**src/sv/bfau_pkg.sv**
```systemverilog
// ----------------------------------------------------------------------------
// bfau_pkg
// Shared types, op codes and register indexes of the GF(2^m) arithmetic unit.
// ----------------------------------------------------------------------------
package bfau_pkg;

	localparam int DEFAULT_FIELD_DEGREE = 173;
	localparam int ELEM_W = 173;
	localparam int WORD_W = 64;
	localparam int HIGH_W = 45;
	localparam int OP_W = 3;
	localparam int CFG_IDX_W = 2;

	localparam logic [OP_W-1:0] OP_ADD   = 3'd0;
	localparam logic [OP_W-1:0] OP_MUL   = 3'd1;
	localparam logic [OP_W-1:0] OP_SQR   = 3'd2;
	localparam logic [OP_W-1:0] OP_POW   = 3'd3;
	localparam logic [OP_W-1:0] OP_INV   = 3'd4;
	localparam logic [OP_W-1:0] OP_TRACE = 3'd5;

	localparam logic [CFG_IDX_W-1:0] CFG_MOD_LOW  = 2'd0;
	localparam logic [CFG_IDX_W-1:0] CFG_MOD_MID  = 2'd1;
	localparam logic [CFG_IDX_W-1:0] CFG_MOD_HIGH = 2'd2;

	localparam logic [WORD_W-1:0] MOD_LOW_RST  = 64'd1031;
	localparam logic [WORD_W-1:0] MOD_MID_RST  = 64'd0;
	localparam logic [HIGH_W-1:0] MOD_HIGH_RST = 45'h1000_0000_0000;

	typedef struct packed {
		logic [OP_W-1:0]   op;
		logic [HIGH_W-1:0] a_high;
		logic [WORD_W-1:0] a_mid;
		logic [WORD_W-1:0] a_low;
		logic [HIGH_W-1:0] b_high;
		logic [WORD_W-1:0] b_mid;
		logic [WORD_W-1:0] b_low;
	} in_t;

	typedef struct packed {
		logic [HIGH_W-1:0] res_high;
		logic [WORD_W-1:0] res_mid;
		logic [WORD_W-1:0] res_low;
	} out_t;

	typedef enum logic [2:0] {
		MS_AB,
		MS_AA,
		MS_RR,
		MS_A_ACC,
		MS_ACC_ACC
	} mul_sel_t;

	typedef enum logic [2:0] {
		OUT_ZERO,
		OUT_XOR,
		OUT_ACC,
		OUT_RES,
		OUT_SUM
	} out_sel_t;

	typedef struct packed {
		logic     load;
		logic     mul_start;
		mul_sel_t mul_sel;
		logic     mul_step;
		logic     res_from_acc;
		logic     sum_add;
		logic     exp_adv;
		logic     out_load;
		out_sel_t out_sel;
	} cmd_t;

	typedef struct packed {
		logic mul_last;
		logic ecnt_zero;
		logic exp_msb;
	} stat_t;

endpackage

```
**src/sv/binary_field_arithmetic_unit.sv**
```systemverilog
// ----------------------------------------------------------------------------
// binary_field_arithmetic_unit: GF(2^m) arithmetic, one request at a time.
// Every op passes dispatch and finish; mul/square run one multiply, pow/inverse
// a square per exponent bit plus a multiply per set bit, and trace m-1
// squarings. The bit-serial multiplier works one bit per cycle.
// Reset clears the sequencer and output valid and restores the modulus.
// ----------------------------------------------------------------------------
module binary_field_arithmetic_unit #(
	parameter int FIELD_DEGREE = bfau_pkg::DEFAULT_FIELD_DEGREE
) (
	input  logic                           clk,
	input  logic                           arst_n,
	input  logic                           cfg_we,
	input  logic [bfau_pkg::CFG_IDX_W-1:0] cfg_index,
	input  logic [bfau_pkg::WORD_W-1:0]    cfg_data,
	input  logic                           in_valid,
	output logic                           in_stall,
	input  bfau_pkg::in_t                  in_data,
	output logic                           out_valid,
	input  logic                           out_stall,
	output bfau_pkg::out_t                 out_data
);

	bfau_pkg::cmd_t  cmd;
	bfau_pkg::stat_t stat;

	bfau_ctrl u_ctrl (
		.clk       (clk),
		.arst_n    (arst_n),
		.in_valid  (in_valid),
		.op        (in_data.op),
		.out_stall (out_stall),
		.stat      (stat),
		.cmd       (cmd),
		.in_stall  (in_stall),
		.out_valid (out_valid)
	);

	bfau_datapath #(
		.FIELD_DEGREE (FIELD_DEGREE)
	) u_datapath (
		.clk       (clk),
		.arst_n    (arst_n),
		.cfg_we    (cfg_we),
		.cfg_index (cfg_index),
		.cfg_data  (cfg_data),
		.in_data   (in_data),
		.cmd       (cmd),
		.stat      (stat),
		.out_data  (out_data)
	);

endmodule

```
**src/sv/bfau_datapath.sv**
```systemverilog
// ----------------------------------------------------------------------------
// bfau_datapath
// Modulus registers, operand and exponent registers, bit-serial multiplier
// and result register of the GF(2^m) arithmetic unit.
// ----------------------------------------------------------------------------
module bfau_datapath #(
	parameter int FIELD_DEGREE = bfau_pkg::DEFAULT_FIELD_DEGREE
) (
	input  logic                             clk,
	input  logic                             arst_n,
	input  logic                             cfg_we,
	input  logic [bfau_pkg::CFG_IDX_W-1:0]   cfg_index,
	input  logic [bfau_pkg::WORD_W-1:0]      cfg_data,
	input  bfau_pkg::in_t                    in_data,
	input  bfau_pkg::cmd_t                   cmd,
	output bfau_pkg::stat_t                  stat,
	output bfau_pkg::out_t                   out_data
);

	localparam int EXT_W = (FIELD_DEGREE > bfau_pkg::ELEM_W) ? FIELD_DEGREE : bfau_pkg::ELEM_W;
	localparam int CNT_W = $clog2(FIELD_DEGREE);

	typedef logic [FIELD_DEGREE-1:0] elem_t;

	function automatic elem_t to_elem(logic [bfau_pkg::ELEM_W-1:0] v);
		logic [EXT_W-1:0] e;
		e = EXT_W'(v);
		return e[FIELD_DEGREE-1:0];
	endfunction

	// multiply by x; the x^m term is implied, so fold the low modulus bits in
	function automatic elem_t times_x(elem_t x, elem_t m);
		elem_t r;
		r = {x[FIELD_DEGREE-2:0], 1'b0};
		if (x[FIELD_DEGREE-1]) begin
			r = r ^ m;
		end
		return r;
	endfunction

	logic [bfau_pkg::WORD_W-1:0] mod_low_q;
	logic [bfau_pkg::WORD_W-1:0] mod_mid_q;
	logic [bfau_pkg::HIGH_W-1:0] mod_high_q;
	elem_t                       modulus;

	elem_t           base_q;
	elem_t           exp_q;
	elem_t           res_q;
	elem_t           sum_q;
	elem_t           mx_q;
	elem_t           my_q;
	elem_t           acc_q;
	logic [CNT_W-1:0] mcnt_q;
	logic [CNT_W-1:0] ecnt_q;
	bfau_pkg::out_t  out_q;

	elem_t            a_in;
	elem_t            b_in;
	elem_t            inv_exp;
	elem_t            mx_d;
	elem_t            my_d;
	elem_t            out_sel_val;
	logic [EXT_W-1:0] out_ext;

	assign modulus = to_elem({mod_high_q, mod_mid_q, mod_low_q});
	assign a_in    = to_elem({in_data.a_high, in_data.a_mid, in_data.a_low});
	assign b_in    = to_elem({in_data.b_high, in_data.b_mid, in_data.b_low});
	assign inv_exp = {{(FIELD_DEGREE-1){1'b1}}, 1'b0};

	always_ff @(posedge clk or negedge arst_n) begin
		if (!arst_n) begin
			mod_low_q  <= bfau_pkg::MOD_LOW_RST;
			mod_mid_q  <= bfau_pkg::MOD_MID_RST;
			mod_high_q <= bfau_pkg::MOD_HIGH_RST;
		end else if (cfg_we) begin
			case (cfg_index)
				bfau_pkg::CFG_MOD_LOW:  mod_low_q  <= cfg_data;
				bfau_pkg::CFG_MOD_MID:  mod_mid_q  <= cfg_data;
				bfau_pkg::CFG_MOD_HIGH: mod_high_q <= cfg_data[bfau_pkg::HIGH_W-1:0];
				default: ;
			endcase
		end
	end

	always_comb begin
		case (cmd.mul_sel)
			bfau_pkg::MS_AB: begin
				mx_d = base_q;
				my_d = exp_q;
			end
			bfau_pkg::MS_AA: begin
				mx_d = base_q;
				my_d = base_q;
			end
			bfau_pkg::MS_RR: begin
				mx_d = res_q;
				my_d = res_q;
			end
			bfau_pkg::MS_A_ACC: begin
				mx_d = base_q;
				my_d = acc_q;
			end
			bfau_pkg::MS_ACC_ACC: begin
				mx_d = acc_q;
				my_d = acc_q;
			end
			default: begin
				mx_d = acc_q;
				my_d = acc_q;
			end
		endcase
	end

	always_comb begin
		case (cmd.out_sel)
			bfau_pkg::OUT_XOR: out_sel_val = base_q ^ exp_q;
			bfau_pkg::OUT_ACC: out_sel_val = acc_q;
			bfau_pkg::OUT_RES: out_sel_val = res_q;
			bfau_pkg::OUT_SUM: out_sel_val = sum_q;
			default:           out_sel_val = '0;
		endcase
	end

	assign out_ext = EXT_W'(out_sel_val);

	always_ff @(posedge clk) begin
		if (cmd.load) begin
			base_q <= a_in;
			exp_q  <= (in_data.op == bfau_pkg::OP_INV) ? inv_exp : b_in;
			res_q  <= elem_t'(1);
			sum_q  <= a_in;
			ecnt_q <= (in_data.op == bfau_pkg::OP_TRACE) ? CNT_W'(FIELD_DEGREE - 2)
				: CNT_W'(FIELD_DEGREE - 1);
		end else begin
			if (cmd.res_from_acc) begin
				res_q <= acc_q;
			end
			if (cmd.sum_add) begin
				sum_q <= sum_q ^ acc_q;
			end
			if (cmd.exp_adv) begin
				exp_q  <= {exp_q[FIELD_DEGREE-2:0], 1'b0};
				ecnt_q <= ecnt_q - 1'b1;
			end
		end

		if (cmd.mul_start) begin
			mx_q   <= mx_d;
			my_q   <= my_d;
			acc_q  <= '0;
			mcnt_q <= '0;
		end else if (cmd.mul_step) begin
			if (my_q[0]) begin
				acc_q <= acc_q ^ mx_q;
			end
			mx_q   <= times_x(mx_q, modulus);
			my_q   <= my_q >> 1;
			mcnt_q <= mcnt_q + 1'b1;
		end

		if (cmd.out_load) begin
			out_q <= bfau_pkg::out_t'(out_ext[bfau_pkg::ELEM_W-1:0]);
		end
	end

	assign stat.mul_last  = (mcnt_q == CNT_W'(FIELD_DEGREE - 1));
	assign stat.ecnt_zero = (ecnt_q == '0);
	assign stat.exp_msb   = exp_q[FIELD_DEGREE-1];
	assign out_data       = out_q;

endmodule

```
**src/sv/bfau_ctrl.sv**
```systemverilog
// ----------------------------------------------------------------------------
// bfau_ctrl
// Sequencer: runs the multiplies each op needs and hands results to the output.
// ----------------------------------------------------------------------------
module bfau_ctrl (
	input  logic                          clk,
	input  logic                          arst_n,
	input  logic                          in_valid,
	input  logic [bfau_pkg::OP_W-1:0]     op,
	input  logic                          out_stall,
	input  bfau_pkg::stat_t               stat,
	output bfau_pkg::cmd_t                cmd,
	output logic                          in_stall,
	output logic                          out_valid
);

	typedef enum logic [2:0] {
		S_IDLE,
		S_DISPATCH,
		S_MUL,
		S_MUL_END,
		S_FINISH
	} state_t;

	state_t                    state_q;
	state_t                    nxt;
	logic [bfau_pkg::OP_W-1:0] op_q;
	logic                      phase_q;
	logic                      phase_d;
	logic                      out_valid_q;

	always_comb begin
		cmd     = '0;
		nxt     = state_q;
		phase_d = phase_q;

		case (op_q)
			bfau_pkg::OP_ADD:   cmd.out_sel = bfau_pkg::OUT_XOR;
			bfau_pkg::OP_MUL,
			bfau_pkg::OP_SQR:   cmd.out_sel = bfau_pkg::OUT_ACC;
			bfau_pkg::OP_POW,
			bfau_pkg::OP_INV:   cmd.out_sel = bfau_pkg::OUT_RES;
			bfau_pkg::OP_TRACE: cmd.out_sel = bfau_pkg::OUT_SUM;
			default:            cmd.out_sel = bfau_pkg::OUT_ZERO;
		endcase

		case (state_q)
			S_IDLE: begin
				if (in_valid) begin
					cmd.load = 1'b1;
					nxt = S_DISPATCH;
				end
			end
			S_DISPATCH: begin
				nxt = S_MUL;
				phase_d = 1'b0;
				cmd.mul_start = 1'b1;
				case (op_q)
					bfau_pkg::OP_MUL: cmd.mul_sel = bfau_pkg::MS_AB;
					bfau_pkg::OP_SQR,
					bfau_pkg::OP_TRACE: cmd.mul_sel = bfau_pkg::MS_AA;
					bfau_pkg::OP_POW,
					bfau_pkg::OP_INV: cmd.mul_sel = bfau_pkg::MS_RR;
					default: begin
						cmd.mul_start = 1'b0;
						nxt = S_FINISH;
					end
				endcase
			end
			S_MUL: begin
				cmd.mul_step = 1'b1;
				if (stat.mul_last) begin
					nxt = S_MUL_END;
				end
			end
			S_MUL_END: begin
				case (op_q)
					bfau_pkg::OP_POW,
					bfau_pkg::OP_INV: begin
						cmd.res_from_acc = 1'b1;
						if (!phase_q && stat.exp_msb) begin
							// exponent bit set: multiply the square by the base
							cmd.mul_start = 1'b1;
							cmd.mul_sel = bfau_pkg::MS_A_ACC;
							phase_d = 1'b1;
							nxt = S_MUL;
						end else if (stat.ecnt_zero) begin
							nxt = S_FINISH;
						end else begin
							cmd.exp_adv = 1'b1;
							cmd.mul_start = 1'b1;
							cmd.mul_sel = bfau_pkg::MS_ACC_ACC;
							phase_d = 1'b0;
							nxt = S_MUL;
						end
					end
					bfau_pkg::OP_TRACE: begin
						cmd.res_from_acc = 1'b1;
						cmd.sum_add = 1'b1;
						if (stat.ecnt_zero) begin
							nxt = S_FINISH;
						end else begin
							cmd.exp_adv = 1'b1;
							cmd.mul_start = 1'b1;
							cmd.mul_sel = bfau_pkg::MS_ACC_ACC;
							nxt = S_MUL;
						end
					end
					default: nxt = S_FINISH;
				endcase
			end
			S_FINISH: begin
				// hold until the output register is free
				if (!out_valid_q || !out_stall) begin
					cmd.out_load = 1'b1;
					nxt = S_IDLE;
				end
			end
			default: nxt = S_IDLE;
		endcase
	end

	always_ff @(posedge clk or negedge arst_n) begin
		if (!arst_n) begin
			state_q     <= S_IDLE;
			op_q        <= bfau_pkg::OP_ADD;
			phase_q     <= 1'b0;
			out_valid_q <= 1'b0;
		end else begin
			state_q <= nxt;
			phase_q <= phase_d;
			if (cmd.load) begin
				op_q <= op;
			end
			if (cmd.out_load) begin
				out_valid_q <= 1'b1;
			end else if (!out_stall) begin
				out_valid_q <= 1'b0;
			end
		end
	end

	assign in_stall  = (state_q != S_IDLE);
	assign out_valid = out_valid_q;

endmodule

```
**config.mk**
```make
export PLATFORM = sky130hd
export DESIGN_NAME = binary_field_arithmetic_unit
export DESIGN_NICKNAME = d
export VERILOG_FILES = /design/src/sv/bfau_pkg.sv /design/src/sv/binary_field_arithmetic_unit.sv /design/src/sv/bfau_datapath.sv /design/src/sv/bfau_ctrl.sv
export SDC_FILE = /design/constraint.sdc
export NUM_CORES = 2
export LEC_CHECK = 0
export BUFFER_PORTS_ARGS = -buffer_cell sky130_fd_sc_hd__buf_2
export CORE_UTILIZATION = 39
export CTS_CLUSTER_DIAMETER = 80
export CTS_CLUSTER_SIZE = 10
export DETAILED_ROUTE_END_ITERATION = 10
export GPL_TIMING_DRIVEN = 1
export PLACE_DENSITY_LB_ADDON = 0.05
export REMOVE_ABC_BUFFERS = 1
export SYNTH_ARGS = -nofsm -noshare
export SYNTH_HDL_FRONTEND = slang
export SYNTH_SLANG_ARGS = --single-unit
```
**constraint.sdc**
```tcl
create_clock -name clk -period 42.6 [get_ports clk]
set_clock_uncertainty 0.05 [all_clocks]
set_input_delay 8.52 -clock clk [delete_from_list [all_inputs] [get_ports clk]]
set_output_delay 8.52 -clock clk [all_outputs]
set_load 0.1 [all_outputs]
```
==> flow_summary.json <==
{
  "outcome": "completed",
  "crit_path_top_delay_cell": "inv_8",
  "holdBufCountCts": 0,
  "most-common-layout-cells": "nand2_1 (1,230), edfxtp_1 (1,046), buf_2 (593)",
  "drtAntennaViolNets": 0,
  "clk_pin_slew_ns": 0.06,
  "yosysWarnings": 0,
  "h-tree-depth": 4,
  "ys_types": 52,
  "critical-path-max-stage-delay_ns": 0.86,
  "drt_wl_total_um": 275000,
  "initial_utilization": 0.393,
  "detail_route.vias_per_cell": 5.84,
  "grt_use_met2": 0.474,
  "grt_max_degree": 181,
  "antenna_found_initial": 41,
  "slew_headroom": 0.197,
  "grt.overflow.total": 0,
  "via_count": 55512,
  "multi_input_area_sq_um": 27200,
  "final_common_cell": "nand2_1",
  "synth_edf_count": 1046,
  "hold_start": "u_datapath.res_q[127]",
  "chipHeight_um": 435,
  "max_freq_mhz": 87.7,
  "crit-reg2reg-launch": "u_ctrl.op_q[1]",
  "leakagePower_nw": 30.0,
  "cts-root-buf": "clkbuf_16",
  "nNetsFinal": 7277,
  "ys_async_sr_fraction": 0.114,
  "drt_drc_violations_left": 0,
  "rsz0062_at_grt": "no",
  "final-seq-area_sq_um": 43000,
  "fp-row-count": 158,
  "end_kind": "register",
  "post-dp-hpwl_um": 158000,
  "postSynthCellCount": 6612,
  "netlist_area_sq_um": 73000,
  "dieArea_sq_um": 189000,
  "required_ns": 43.06,
  "fill_cells": 17521,
  "globalRouteMet3Util": 0.0397,
  "crit_fanout": 180,
  "ios": 595,
  "core-area_sq_um": 186000,
  "finalWeightedCongestion": 0.801,
  "slew_viol_final": 0,
  "drt-initial-drc-count": 6259,
  "cp_common_cell": "buf_12",
  "tns_ns": 0,
  "crit_family": "buffers and inverters",
  "clk_latency_ns": 0.83,
  "total_power_mw": 7.36,
  "worst-setup-path-type": "primary input to register",
  "cts_made_buffers": 176,
  "setup-violations-final": 0,
  "period_needed_ns": 11.40,
  "cts.sinks": 1581,
  "max-vdd-ir-drop_uv": 75.4,
  "hold_viol_final": 0,
  "cp_num_buf_inv": 4,
  "use_met1": 0.371,
  "final_layout_size_suffix_gt1_frac": 0.156,
  "fin_crit_sh": 0.268,
  "startpoint": "in_valid",
  "worstPathArrival_ns": 11.86,
  "yosys_register_bits": 1581,
  "postCtsResizedCells": 0,
  "cp_cell_sequence": "buf_2, nand2_1, inv_8, buf_12, buf_12, o21ai_0",
  "yosysSeqAreaShare": 0.589,
  "syn_avg_cell_area_sq_um": 11.0,
  "hold_class": "register to register",
  "avgRoutedWirePerCell_um": 29.0,
  "first_pass_iters": 8,
  "power_density_nw_per_um2": 88.8,
  "worstSetupStartpointType": "primary input",
  "cts_setup_buffers": 0,
  "syn_to_final_growth_pct": 13.4,
  "cts_tree": "done",
  "cap_viol_max_count": 0,
  "synth_ff_type": "edfxtp_1",
  "grt_pass1_vias": 54030,
  "worst_slew_pin_slew_ns": 1.20,
  "portBuffers": 594,
  "cts_buffer_depth": 3,
  "grt_use_total": 0.283,
  "grt_busiest_layer": "met2",
  "fp.dieW_um": 435,
  "grt_pass1_wl_um": 395000
}
cells in the mapped netlist (120+ instances only):
master,instances,share of area
inv_1,121,0.0062
nand2_1,1233,0.063
edfxtp_1,1046,0.43
a221o_1,172,0.024
o22ai_1,461,0.039
o22a_1,173,0.021
dfrtp_1,176,0.060
nor2_1,188,0.0097
dfxtp_1,354,0.097
a222oi_1,174,0.024
xnor2_1,181,0.022
buf_2,120,0.0082
o21ai_1,180,0.012
xor2_1,524,0.063
mux2_2,173,0.027
o21ai_0,284,0.019
a21oi_1,293,0.020
clkbuf_1,386,0.020
kinds of logic (layout without fill, tap and decap cells):
group | count (synthesis) | in the layout | synth area share
AO/OA/AOI/OAI | 1874 | 1874 | 0.175
XOR/XNOR | 705 | 705 | 0.0845
adder cells (fa/ha/maj) | 4 | 4 | 0.000685
buffers and inverters | 749 | 1143 | 0.0415
flip-flops | 1581 | 1581 | 0.589
multiplexers | 173 | 173 | 0.0267
other | 0 | 15 | 0
AND/OR/NAND/NOR | 1526 | 1526 | 0.0823
registers in the layout, summed over array words and instances (netlist names):
name	count
u_ctrl.state_q	3
u_datapath.my_q	173
u_datapath.mod_low_q	64
u_datapath.exp_q	173
u_datapath.ecnt_q	8
u_datapath.sum_q	173
u_datapath.mcnt_q	8
u_datapath.mod_mid_q	64
u_datapath.mx_q	173
u_datapath.out_data	173
u_datapath.acc_q	173
u_datapath.base_q	173
u_ctrl.phase_q	1
u_ctrl.op_q	3
u_datapath.mod_high_q	45
u_ctrl.out_valid	1
u_datapath.res_q	173
tightest hold or removal path: cells and delay by family, from the launching register on:
family | cells | cell delay, ns
flops | 1 | 0.33
simple gates | 1 | 0.06
compound gates | 1 | 0.05
layer usage:
metal	up-vias	wire length, um
met2	2373	134000
met5	-	145
met3	453	17500
met1	28012	114000
met4	24	9420
li1	24650	-
power by group:
part / switching (mW) / total (mW) / internal [mW] / leakage (nW)
clock: 0.647 / 1.45 / 0.799 / 2.47
combinational: 2.03 / 2.90 / 0.865 / 12.7
sequential: 0.478 / 3.01 / 2.53 / 14.9
layout make-up:
class                           instances  area share
Clock inverter                         11     0.00183
Inverter                              122     0.00562
Sequential cell                      1581       0.519
Clock buffer                          320      0.0611
Tap cell                             2480      0.0375
Multi-Input combinational cell       4282       0.328
Antenna cell                           15    0.000453
Timing Repair Buffer                  690      0.0462
worst paths after layout:
check                      slack (ns)  cells past startpoint                       end
max                             31.20                      6      u_datapath.sum_q[91]
min                              0.44                      2     u_datapath.res_q[127]
max reg2reg                     37.22                      7      u_datapath.mx_q[152]
min reg2reg                      0.44                      2     u_datapath.res_q[127]
max in group asynchronous       33.54                      2  u_datapath.mod_mid_q[53]
min in group asynchronous        7.63                      1            u_ctrl.phase_q
metrics by stage:
| step | area, sq um | util | setup WS, ns | hold WS [ns] | instances |
|---|---|---|---|---|---|
| final | 82900 | 0.446 | 31.20 | 0.437 | 9501 |
| after detailed placement | 77600 | 0.418 | 30.41 | 0.429 | 9155 |
| after global routing | 82800 | 0.446 | 30.98 | 0.454 | 9499 |
| after CTS | 82800 | 0.446 | 31.31 | 0.436 | 9486 |
| after global placement | 77600 | 0.418 | 30.56 | 0.422 | 9155 |
| after floorplan | 70500 | - | 11.91 | 0.411 | 5985 |
Note: power is estimated with default switching activity, not from simulation.
